<file path="src/rtl/led_blink_controller_core_macros.svh">
`ifndef LED_BLINK_CONTROLLER_CORE_MACROS_SVH
`define LED_BLINK_CONTROLLER_CORE_MACROS_SVH

// check cons in the cycle after ante
`define LBC_ASSERT_NEXT(label, ante, cons) \
    label: assert property (@(posedge clk) disable iff (!rst_n) (ante) |=> (cons)) \
        else $error("lbc check failed");

// check cons in the same cycle as ante
`define LBC_ASSERT_SAME(label, ante, cons) \
    label: assert property (@(posedge clk) disable iff (!rst_n) (ante) |-> (cons)) \
        else $error("lbc check failed");

`endif

</file>
<file path="src/rtl/lbc_pkg.sv">
package lbc_pkg;

    localparam int unsigned CountW = 16;
    localparam int unsigned EdgeW  = CountW + 1;

    localparam logic [CountW-1:0] FULL16     = {CountW{1'b1}};
    localparam logic              CMD_CONTROL = 1'b0;
    localparam logic              CMD_TICK    = 1'b1;

    typedef struct packed {
        logic              command;
        logic [CountW-1:0] blink_count;
        logic [CountW-1:0] half_period;
    } item_t;

    typedef struct packed {
        logic led_level;
        logic command_taken;
    } result_t;

endpackage

</file>
<file path="src/rtl/led_blink_controller_core.sv">
// channel | handshake            | payload
// input   | in_valid / in_ready  | command, blink_count, half_period
// output  | out_valid / out_ready | led_level, command_taken
//
// One word per cycle sustained while out_ready is high: a word waits
// in the input register, then updates the LED state and lands in the
// output register, which drives out_valid.
// Reset clears the LED state and both stage valid flags.
// A stall on the output holds the result and then the input register;
// in_ready drops only when both are full and out_ready is low.

module led_blink_controller_core (
    input  logic                      clk,
    input  logic                      rst_n,
    input  logic                      in_valid,
    output logic                      in_ready,
    input  logic                      command,
    input  logic [lbc_pkg::CountW-1:0] blink_count,
    input  logic [lbc_pkg::CountW-1:0] half_period,
    output logic                      out_valid,
    input  logic                      out_ready,
    output logic                      led_level,
    output logic                      command_taken
);
    import lbc_pkg::*;

    logic    in_valid_reg;
    item_t   item_reg;
    logic    out_valid_reg;
    result_t result_reg;
    result_t result_next;
    logic    step;

    assign step     = in_valid_reg && (!out_valid_reg || out_ready);
    assign in_ready = !in_valid_reg || step;

    always_ff @(posedge clk or negedge rst_n)
    begin
        if (!rst_n)
        begin
            in_valid_reg  <= 1'b0;
            out_valid_reg <= 1'b0;
        end
        else
        begin
            if (in_ready)
            begin
                in_valid_reg <= in_valid;
            end
            if (step)
            begin
                out_valid_reg <= 1'b1;
            end
            else if (out_ready)
            begin
                out_valid_reg <= 1'b0;
            end
        end
    end

    always_ff @(posedge clk)
    begin
        if (in_ready && in_valid)
        begin
            item_reg.command     <= command;
            item_reg.blink_count <= blink_count;
            item_reg.half_period <= half_period;
        end
        if (step)
        begin
            result_reg <= result_next;
        end
    end

    lbc_state u_state (
        .clk    (clk),
        .rst_n  (rst_n),
        .step   (step),
        .item   (item_reg),
        .result (result_next)
    );

    assign out_valid     = out_valid_reg;
    assign led_level     = result_reg.led_level;
    assign command_taken = result_reg.command_taken;

endmodule

</file>
<file path="src/rtl/lbc_state.sv">
`include "led_blink_controller_core_macros.svh"

module lbc_state (
    input  logic            clk,
    input  logic            rst_n,
    input  logic            step,
    input  lbc_pkg::item_t  item,
    output lbc_pkg::result_t result
);
    import lbc_pkg::*;

    logic              led_on_reg,         led_on_next;
    logic              ticks_locked_reg,   ticks_locked_next;
    logic [CountW-1:0] prior_count_reg,    prior_count_next;
    logic [CountW-1:0] prior_period_reg,   prior_period_next;
    logic [CountW-1:0] tick_countdown_reg, tick_countdown_next;
    logic [CountW-1:0] reload_value_reg,   reload_value_next;
    logic [EdgeW-1:0]  edges_left_reg,     edges_left_next;
    logic              endless_mode_reg,   endless_mode_next;
    logic              taken;

    logic              differs;
    logic              idle;
    logic [CountW-1:0] cd_dec;
    logic              fire;

    assign differs = (item.blink_count != prior_count_reg)
                  || (item.half_period != prior_period_reg);
    assign idle    = (edges_left_reg == '0) && (tick_countdown_reg == '0);
    assign cd_dec  = (tick_countdown_reg != '0) ? tick_countdown_reg - 1'b1
                                                : tick_countdown_reg;
    assign fire    = !ticks_locked_reg && (edges_left_reg != '0) && (cd_dec == '0);

    always_comb
    begin
        led_on_next         = led_on_reg;
        ticks_locked_next   = ticks_locked_reg;
        prior_count_next    = prior_count_reg;
        prior_period_next   = prior_period_reg;
        tick_countdown_next = tick_countdown_reg;
        reload_value_next   = reload_value_reg;
        edges_left_next     = edges_left_reg;
        endless_mode_next   = endless_mode_reg;
        taken               = 1'b0;

        case (item.command)
            CMD_TICK:
            begin
                tick_countdown_next = cd_dec;
                if (fire)
                begin
                    led_on_next         = !led_on_reg;
                    tick_countdown_next = reload_value_reg;
                    if (!endless_mode_reg)
                    begin
                        edges_left_next = edges_left_reg - 1'b1;
                    end
                end
            end
            CMD_CONTROL:
            begin
                if (differs || idle)
                begin
                    taken             = 1'b1;
                    prior_count_next  = item.blink_count;
                    prior_period_next = item.half_period;
                    ticks_locked_next = 1'b1;
                    if ((item.blink_count == '0) || (item.half_period == '0))
                    begin
                        led_on_next = 1'b0;
                    end
                    else if (item.half_period == FULL16)
                    begin
                        led_on_next = 1'b1;
                    end
                    else
                    begin
                        led_on_next         = 1'b0;
                        ticks_locked_next   = 1'b0;
                        reload_value_next   = item.half_period;
                        tick_countdown_next = '0;
                        if (item.blink_count == FULL16)
                        begin
                            endless_mode_next = 1'b1;
                            edges_left_next   = {1'b0, FULL16};
                        end
                        else
                        begin
                            endless_mode_next = 1'b0;
                            edges_left_next   = {item.blink_count, 1'b0};
                        end
                    end
                end
            end
            default:
            begin
                taken = 1'b0;
            end
        endcase
    end

    always_ff @(posedge clk or negedge rst_n)
    begin
        if (!rst_n)
        begin
            led_on_reg         <= 1'b0;
            ticks_locked_reg   <= 1'b0;
            prior_count_reg    <= '0;
            prior_period_reg   <= '0;
            tick_countdown_reg <= '0;
            reload_value_reg   <= '0;
            edges_left_reg     <= '0;
            endless_mode_reg   <= 1'b0;
        end
        else if (step)
        begin
            led_on_reg         <= led_on_next;
            ticks_locked_reg   <= ticks_locked_next;
            prior_count_reg    <= prior_count_next;
            prior_period_reg   <= prior_period_next;
            tick_countdown_reg <= tick_countdown_next;
            reload_value_reg   <= reload_value_next;
            edges_left_reg     <= edges_left_next;
            endless_mode_reg   <= endless_mode_next;
        end
    end

    assign result.led_level     = led_on_next;
    assign result.command_taken = taken;

    `LBC_ASSERT_SAME(a_taken_only_on_control, step && (item.command == CMD_TICK), !taken)
    `LBC_ASSERT_NEXT(a_locked_tick_holds_led,
        step && (item.command == CMD_TICK) && ticks_locked_reg, $stable(led_on_reg))
    `LBC_ASSERT_NEXT(a_endless_keeps_edges,
        step && (item.command == CMD_TICK) && endless_mode_reg, $stable(edges_left_reg))
    `LBC_ASSERT_SAME(a_countdown_bounded, 1'b1, tick_countdown_reg <= reload_value_reg)

endmodule
</file>
<file path="config.mk">
export PLATFORM = sky130hd
export DESIGN_NAME = led_blink_controller_core
export DESIGN_NICKNAME = d
export VERILOG_FILES = /design/src/rtl/lbc_pkg.sv /design/src/rtl/led_blink_controller_core.sv /design/src/rtl/lbc_state.sv
export VERILOG_INCLUDE_DIRS = /design/src /design/src/rtl
export SDC_FILE = /design/constraint.sdc
export NUM_CORES = 1
export LEC_CHECK = 0
export ABC_CLOCK_PERIOD_IN_PS = 4050
export BUFFER_PORTS_ARGS = -buffer_cell sky130_fd_sc_hd__buf_2
export CORE_MARGIN = 2
export CORE_UTILIZATION = 60
export DETAILED_ROUTE_END_ITERATION = 12
export PLACE_DENSITY = 0.86
export SLEW_MARGIN = 20
export SYNTH_ARGS = -nofsm -noshare
export SYNTH_HDL_FRONTEND = slang
export SYNTH_SLANG_ARGS = --single-unit
</file>
<file path="constraint.sdc">
create_clock -name clk -period 4.05 [get_ports clk]
set_input_delay 0.6075 -clock clk [delete_from_list [all_inputs] [get_ports clk]]
set_output_delay 0.6075 -clock clk [all_outputs]
set_load 0.01 [all_outputs]
</file>
-- Word level (Yosys, flattened, before mapping)
Cells that the tools add are included.
- add/sub/neg operators: 2
- equal/unequal tests: 9
- muxes and demuxes: 23
- bitwise logic cells: 3
- reduce and logical (&&, ||, !) cells: 26
- operator list (kind ; number):
    $mux 17 ; 6
    $mux 16 ; 5
    $logic_not 16->1 ; 4
    $pmux 17 s2 ; 1
    $eq 16x16->1 const B ; 2
    $ne 16x16->1 ; 2
    $pmux 16 s2 ; 1
    $logic_not 17->1 ; 1
    $reduce_bool 17->1 ; 1
    $sub 17x1->17 const B ; 1
    $reduce_bool 16->1 ; 1
    $sub 16x1->16 const B ; 1
    $mux 1 ; 9
    $ne 2x2->1 const B ; 3
    $reduce_and 6->1 ; 1
    $logic_and 1x1->1 ; 5
    $logic_or 1x1->1 ; 5
    $reduce_and 5->1 ; 1
    $logic_not 1->1 ; 4
    $ne 2x1->1 const B ; 2
    $reduce_and 4->1 ; 1
    $not 1->1 ; 3
    $reduce_and 3->1 ; 1
    $pmux 1 s2 ; 1
    $reduce_bool 2->1 ; 1
- register bits after elaboration: 121
- input bits: 37
- logic and storage cells: 78

-- Depth between registers and ports, before layout
Gate-level depths: netlist of run 1.
- depth in word-level cells: 6
- mapped depth: 12
- gate-level depth less buffers: 9

-- By module
A second synthesis of run 1 with hierarchy kept.
- cell total of the unflattened synthesis: 545
- area, all modules: 6092.1 µm²
- modules (own cells, without submodules) (module ; instances ; cells an instance ; area each (µm²) ; sequential area each (µm²)):
    lbc_state ; 1 ; 502 ; 4937.2 ; 2102.0
    led_blink_controller_core ; 1 ; 43 ; 1154.9 ; 1101.1

-- Worst setup path after synthesis of run 1
Ideal clock, no wire load.
- path kind: register -> register
- start point: reg u_state.tick_countdown_reg[0]
- end point: reg result_reg (netlist bit led_level), data pin
- setup time: 0.260 ns
- arrival: 2.567 ns
- data required time: 3.790 ns
- path slack: 1.223 ns
- stages on the path, launching flop included: 11
- cell sequence: dfrtp_1 inv_1 ha_1 nor3b_4 nand4_1 and2_1 nor4_2 and3_1 buf_2 xnor2_1 mux2_2
- cells in the longest elaborated chain, start to end: 6
- elaborated cells on any way between the ends: 11
- classes of those cells: add/sub: 1; mux: 4; reduce/logical: 6
- ends and longest elaborated chain (what ; line ; source):
    start, declared ; lbc_state.sv:16 ; logic [CountW-1:0] tick_countdown_reg, tick_countdown_next;
    start signal, assigned ; lbc_state.sv:121 ; tick_countdown_reg <= tick_countdown_next;
    $sub 16x1->16 / $reduce_bool 16->1 (equally long branches) ; lbc_state.sv:30 ; assign cd_dec = (tick_countdown_reg != '0) ? tick_countdown_reg - 1'b1
    $mux 16 ; lbc_state.sv:30 ;
    $logic_not 16->1 ; lbc_state.sv:32 ; assign fire = !ticks_locked_reg && (edges_left_reg != '0) && (cd_dec == '0);
    $logic_and 1x1->1 ; lbc_state.sv:32 ;
    $mux 1 ; lbc_state.sv:50 ; if (fire)
    $pmux 1 s2 (*) ; lbc_state.sv:46 ; case (item.command)
    net u_state.led_on_next ; lbc_state.sv:12 ; logic led_on_reg, led_on_next;
    end signal, assigned ; led_blink_controller_core.sv:71 ; result_reg <= result_next;
    end, declared ; led_blink_controller_core.sv:30 ; result_t result_reg;
Mark *: on every way through the listed nets, which the timed path passes. The rest lies on a longest branch.
A chain may end at the register's enable or synchronous reset.

-- Worst setup path in the final report of run 1
- start point: reg item_reg[17] (netlist bit)
- end point: reg u_state.prior_count_reg[12]
- cells in the longest elaborated chain, start to end: 4
- ends and longest elaborated chain (what ; line ; source):
    start, declared ; led_blink_controller_core.sv:28 ; item_t item_reg;
    $ne 16x16->1 ; lbc_state.sv:27 ; assign differs = (item.blink_count != prior_count_reg)
    $logic_or 1x1->1 ; lbc_state.sv:28 ; || (item.half_period != prior_period_reg);
    $logic_or 1x1->1 ; lbc_state.sv:62 ; if (differs || idle)
    $reduce_and 3->1 (no source line) ; - ;
    end signal, assigned ; lbc_state.sv:119 ; prior_count_reg <= prior_count_next;
    end, declared ; lbc_state.sv:14 ; logic [CountW-1:0] prior_count_reg, prior_count_next;
No other way between the ends.

==> flow_summary.yaml, run 1 <==
synth:
  ys_ff_latch: 121
  synth_edf_count: 35
  syn_inst: 581
  synthMostInstantiatedCell: "dfrtp_1"
  synth_area_leader_cell: "dfrtp_1"
  async_flop_share_pct: 71.1
  synth_area_leaders: "dfrtp_1 (34%), edfxtp_1 (17%), mux2_2 (9.0%)"
  yosys.area.top_type_share_pct: 33.9
  ys_types: 67
  postSynthAreaPerCell_um2: 10.9
  syn_area_um2: 6350
  synth-main-ff-cell: "dfrtp_1"
  syn-num-nets: 621
  yosys-top-cells-count: "dfrtp_1 (86), mux2_2 (51), nor2_1 (41)"
  yosysSeqAreaShare_pct: 50.4
  yosys_warnings: 0
clock_network:
  cts_tree: "built"
  htree_levels: 4
  path_clk_slew_ns: 0.06
  clock_latency_ns: 0.54
  post_cts_buffers: 0
  numCtsBuffers: 17
  cts-root-buf: "clkbuf_8"
  clockBufferDepth: 2
  cts_hold_buffers: 0
  clock-sinks: 121
  cts_resized: 0
job:
  cap_viol_max_count: 0
grt:
  gr-total-overflow: 0
  antenna_found_initial: 0
  grt_pass1_wl_mm: 26.2
  grt_max_degree: 63
  grt_use_total_pct: 30.2
  grt_pass1_vias: 5067
run_status:
  status: "finished clean"
floorplan:
  die_w_um: 107
  io_pins: 41
  core_area_um2: 10300
  die_height_um: 107
  dieArea_um2: 11400
  rows: 37
  start_util_pct: 61.5
final_layout:
  largest_register_ffs: 33
  fin_nets: 660
  n_antenna_cell: 0
  drive_above_1_share_pct: 23.2
  syn2layout_area_growth_pct: 13.5
  final_area_um2: 7210
  post-route-util_pct: 69.9
detailed_routing:
  drt_wl_total_mm: 16.3
  drt_pass1_iterations: 5
  via_per_inst: 6.59
  wl_per_cell_um: 21.1
  drcViolationCount: 0
  ant_nets: 0
  vias: 5068
  drtIter0Drc: 489
setup_path:
  required_ns: 4.47
  cp-start-kind: "flop"
  arrival_ns: 3.85
  crit_path_end_kind: "flop"
  critPathKind: "reg2reg"
  rrSetupSlack_ns: 0.62
  critPathMaxFanout: 33
timing:
  finalCriticalPeriod_ns: 3.43
  relSlewSlack_pct: 43.5
  rsz0062_at_grt: "no"
  fmax_mhz: 291
  fin_tns_setup_ns: 0
  maxSlewViolCount: 0
  hold_violations: 0
  post-route-period-util_pct: 84.7
  worst_clock_skew_ns: 0.00918
  setup_viol: 0
  tightest_slew_ns: 0.848
worst_hold_path:
  hold_path.class: "in2async"
placement:
  globalplace.congestion: 0.940
  port_buffers: 40
  placed_area_um2: 6650
  hpwlAfterDp_mm: 11.0
pwr:
  leakage_uw: 0.00278
  worst_ir_drop_vdd_v: 0.000544
  powerDensity_nw_per_um2: 659
  finalPower_uw: 4750
## cell type report
type / count / area (µm²)
flip-flops and latches: 121 / 3200
fillers: 717 / 3110
multi-input cells: 414 / 2940
clock buffers: 20 / 435
repair buffers: 50 / 278
well taps: 136 / 170
clock inverters: 12 / 125
inverters: 16 / 60.1
## layout by cell type, fill, tap and decap left out, types with 11 or more instances in the layout
master     count
nand4_1       31
xnor2_1       33
a211oi_1      13
mux2_2        51
inv_1         16
o21ai_0       16
clkbuf_16     16
edfxtp_1      35
nor3_1        21
dfrtp_1       86
nor4_1        22
a21oi_1       16
buf_4         11
buf_2         39
nand3_1       18
nor2_1        41
nand2_1       33
## final timing paths
check,end,cells after the start,startpoint
worst max-delay path,u_state.prior_count_reg[12],7,item_reg[17]
worst min-delay path,u_state.tick_countdown_reg[9],1,rst_n
worst max register to register,u_state.prior_count_reg[12],7,item_reg[17]
worst min register to register,out_valid,1,in_valid_reg
max in group asynchronous,u_state.prior_count_reg[4],2,rst_n
min in group clk,item_reg[28],1,blink_count[12]
## routing by layer
layer,track usage (%),wire (µm)
met1,40.4,6910
met2,47.8,7770
met3,7.42,1150
met4,11.8,428
met5,0,0
## critical path: stages (launching register included)
cell and delay (ns):
edfxtp_1 0.51, xnor2_1 0.37, nand4_1 0.22, nor4_1 0.64
nand2_1 0.13, nor2_1 0.27, or2_2 0.73, mux2_2 0.43
## metrics by stage
stage                     cells  hold WS, ns  setup slack (ns)
after CTS                   769        0.194             0.667
after global placement      737        0.466             0.792
final                       769        0.172             0.619
after floorplan             581        0.312              1.22
after global routing        769        0.227             0.356
after detailed placement    737        0.503             0.707
## cells by family after synthesis
kind of cell	Yosys count	share of synthesized area [%]
AOI/OAI and AO/OA	98	10.9
xor gates and xnor gates	33	4.55
adders and majority gates	3	0.591
buffers and inverters	46	3.29
DFF	121	50.4
muxes	59	10.3
and+or+nand+nor	221	19.9
## power breakdown
group          leakage (µW)  switching (µW)  internal [µW]
Combinational       0.00115             884            618
Sequential          0.00137             307           1500
Clock              0.000261             556            886
Total               0.00278            1750           3010
Note: power is estimated with default switching activity, not from simulation.
==> run 2: changes to the inputs <==
--- a/config.mk
+++ b/config.mk
@@ -6,12 +6,12 @@
 export SDC_FILE = /design/constraint.sdc
 export NUM_CORES = 1
 export LEC_CHECK = 0
-export ABC_CLOCK_PERIOD_IN_PS = 4050
+export ABC_CLOCK_PERIOD_IN_PS = 2750
 export BUFFER_PORTS_ARGS = -buffer_cell sky130_fd_sc_hd__buf_2
 export CORE_MARGIN = 2
-export CORE_UTILIZATION = 60
+export CORE_UTILIZATION = 55
 export DETAILED_ROUTE_END_ITERATION = 12
-export PLACE_DENSITY = 0.86
+export PLACE_DENSITY = 0.83
 export SLEW_MARGIN = 20
 export SYNTH_ARGS = -nofsm -noshare
 export SYNTH_HDL_FRONTEND = slang
==> constraint.sdc (replaced) <==
create_clock -name clk -period 2.75 [get_ports clk]
set_input_delay 0.4125 -clock clk [delete_from_list [all_inputs] [get_ports clk]]
set_output_delay 0.4125 -clock clk [all_outputs]
set_load 0.01 [all_outputs]
==> flow_summary.yaml, run 2 (synthesized netlist as in run 1, its figures left out) <==
run_status:
  status: "complete, but fails checks"
  failed_checks: "negative hold slack, negative setup slack"
final_layout:
  instances_no_fill: 864
  post-route-util_pct: 73.7
  drive_above_1_share_pct: 38.6
  final_cell_mix: "dfrtp_1 (86), buf_4 (86), mux2_2 (50), nor2_1 (40), buf_2 (39)"
  n_antenna_cell: 0
  largest_register_ffs: 33
  syn2layout_area_growth_pct: 31.3
  fin_nets: 748
  fillCellCount: 703
clock_network:
  clock_latency_ns: 0.43
  cts_hold_buffers: 0
  cts_tree: "built"
  clock-sinks: 121
  htree_levels: 4
  clockBufferDepth: 2
  numCtsBuffers: 17
  cts-root-buf: "clkbuf_16"
  path_clk_slew_ns: 0.06
setup_path:
  required_ns: 3.09
  reg2reg_to: "u_state.edges_left_reg[9]"
  critPathKind: "reg2reg"
  reg2reg_depth: 11
  cp-start-kind: "flop"
  critPathMaxFanout: 6
  rrSetupSlack_ns: -0.1
  crit_path_end_kind: "flop"
  arrival_ns: 3.19
  reg2reg_from: "u_state.tick_countdown_reg[2]"
timing:
  worst_clock_skew_ns: 0.0108
  fmax_mhz: 351
  setup_slack_ns: -0.0952
  hold_violations: 1
  rsz0062_at_grt: "yes"
  post-route-period-util_pct: 103
  maxSlewViolCount: 0
  setup_viol: 9
  relSlewSlack_pct: 56.2
  hold_slack_ns: -0.00203
  tightest_slew_ns: 0.657
  finalCriticalPeriod_ns: 2.85
pwr:
  worst_ir_drop_vdd_v: 0.000679
  finalPower_uw: 8330
  powerDensity_nw_per_um2: 999
  leakage_uw: 0.00335
detailed_routing:
  drt_pass1_iterations: 6
  vias: 5724
  wl_per_cell_um: 22.3
  drcViolationCount: 0
  ant_nets: 0
  via_per_inst: 6.63
  drt_wl_total_mm: 19.3
  drtIter0Drc: 548
grt:
  grt_pass1_wl_mm: 29.4
  grt_pass1_vias: 5600
  grt_max_degree: 49
  gr-total-overflow: 0
  grt_use_total_pct: 30.4
  antenna_found_initial: 0
floorplan:
  core_area_um2: 11300
  io_pins: 41
  die_w_um: 111
  rows: 39
  start_util_pct: 56.1
  die_height_um: 111
  dieArea_um2: 12400
job:
  cap_viol_max_count: 0
worst_hold_path:
  hold_path.class: "in2async"
placement:
  port_buffers: 40
  hpwlAfterDp_mm: 12.5
  placedCellCount: 819
  globalplace.congestion: 0.980
## run 2: cell types whose count changed in the layout (fill, tap and decap cells not counted), sizes merged
| cell | before | now |
|---|---|---|
| bufinv | 2 | 1 |
| clkinvlp | 5 | 3 |
| buf | 50 | 137 |
| clkbuf | 20 | 21 |
| clkinv | 4 | 8 |
| inv | 17 | 16 |
## run 2: final cells by class
type	instances	area (µm²)	area share, %
timing repair buffer	138	1040	12.5
clock inverter	12	101	1.22
clock buffer	20	457	5.48
tap	143	179	2.15
multi-input combinational	414	3300	39.5
inverter	16	60.1	0.720
sequential	121	3200	38.4
## run 2: repair_timing
action	in CTS	in global routing
endpoints found under the setup margin	68	75
buffers inserted	0	13
pin swaps	1	25
hold endpoints to repair	0	0
gates resized for setup	6	67
cloned	0	1
## run 2: where the power goes
| part | internal (µW) | leakage (µW) | switching (µW) | total, µW |
|---|---|---|---|---|
| combinational | 1760 | 0.00171 | 1900 | 3660 |
| sequential | 2210 | 0.00137 | 370 | 2580 |
| clock | 1280 | 0.000267 | 818 | 2100 |
## run 2: stage by stage
step	setup TNS (ns)	area [µm²]	setup WS (ns)
floorplan	0	6360	0.00356
global placement	-0.277	7280	-0.0775
detailed placement	-1.62	7280	-0.0648
CTS	0	7870	0.00181
global route	-1.38	8340	-0.151
finish	-0.307	8340	-0.0952
## run 2: metal layers
metal,vias up,global-route usage [%],part of all wire (%)
met3,102,5.66,7.9
li1,2475,-,-
met2,346,50.0,48
met4,0,15.1,5.2
met1,2801,38.9,39
met5,-,0,0
## run 2: worst max path at each step
stage	from	endpoint	slack, ns	cells past startpoint
after global placement	u_state.tick_countdown_reg[0]	u_state.tick_countdown_reg[13]	-0.08	12
after floorplan	u_state.tick_countdown_reg[0]	led_level	0.004	10
after CTS	u_state.tick_countdown_reg[2]	u_state.edges_left_reg[9]	0.002	9
final	u_state.tick_countdown_reg[2]	u_state.edges_left_reg[9]	-0.1	11
after detailed placement	item_reg[17]	u_state.prior_period_reg[12]	-0.06	8
after global routing	u_state.tick_countdown_reg[2]	u_state.edges_left_reg[9]	-0.15	11
## run 2: critical path: stages, from the launching register on
cell	delay, ns
dfrtp_1	0.41
buf_12	0.15
nor4_4	0.34
buf_4	0.18
nand2_4	0.06
o31a_1	0.40
buf_6	0.15
nor4_4	0.18
nand4b_4	0.17
buf_6	0.16
or3_4	0.32
a211oi_2	0.23
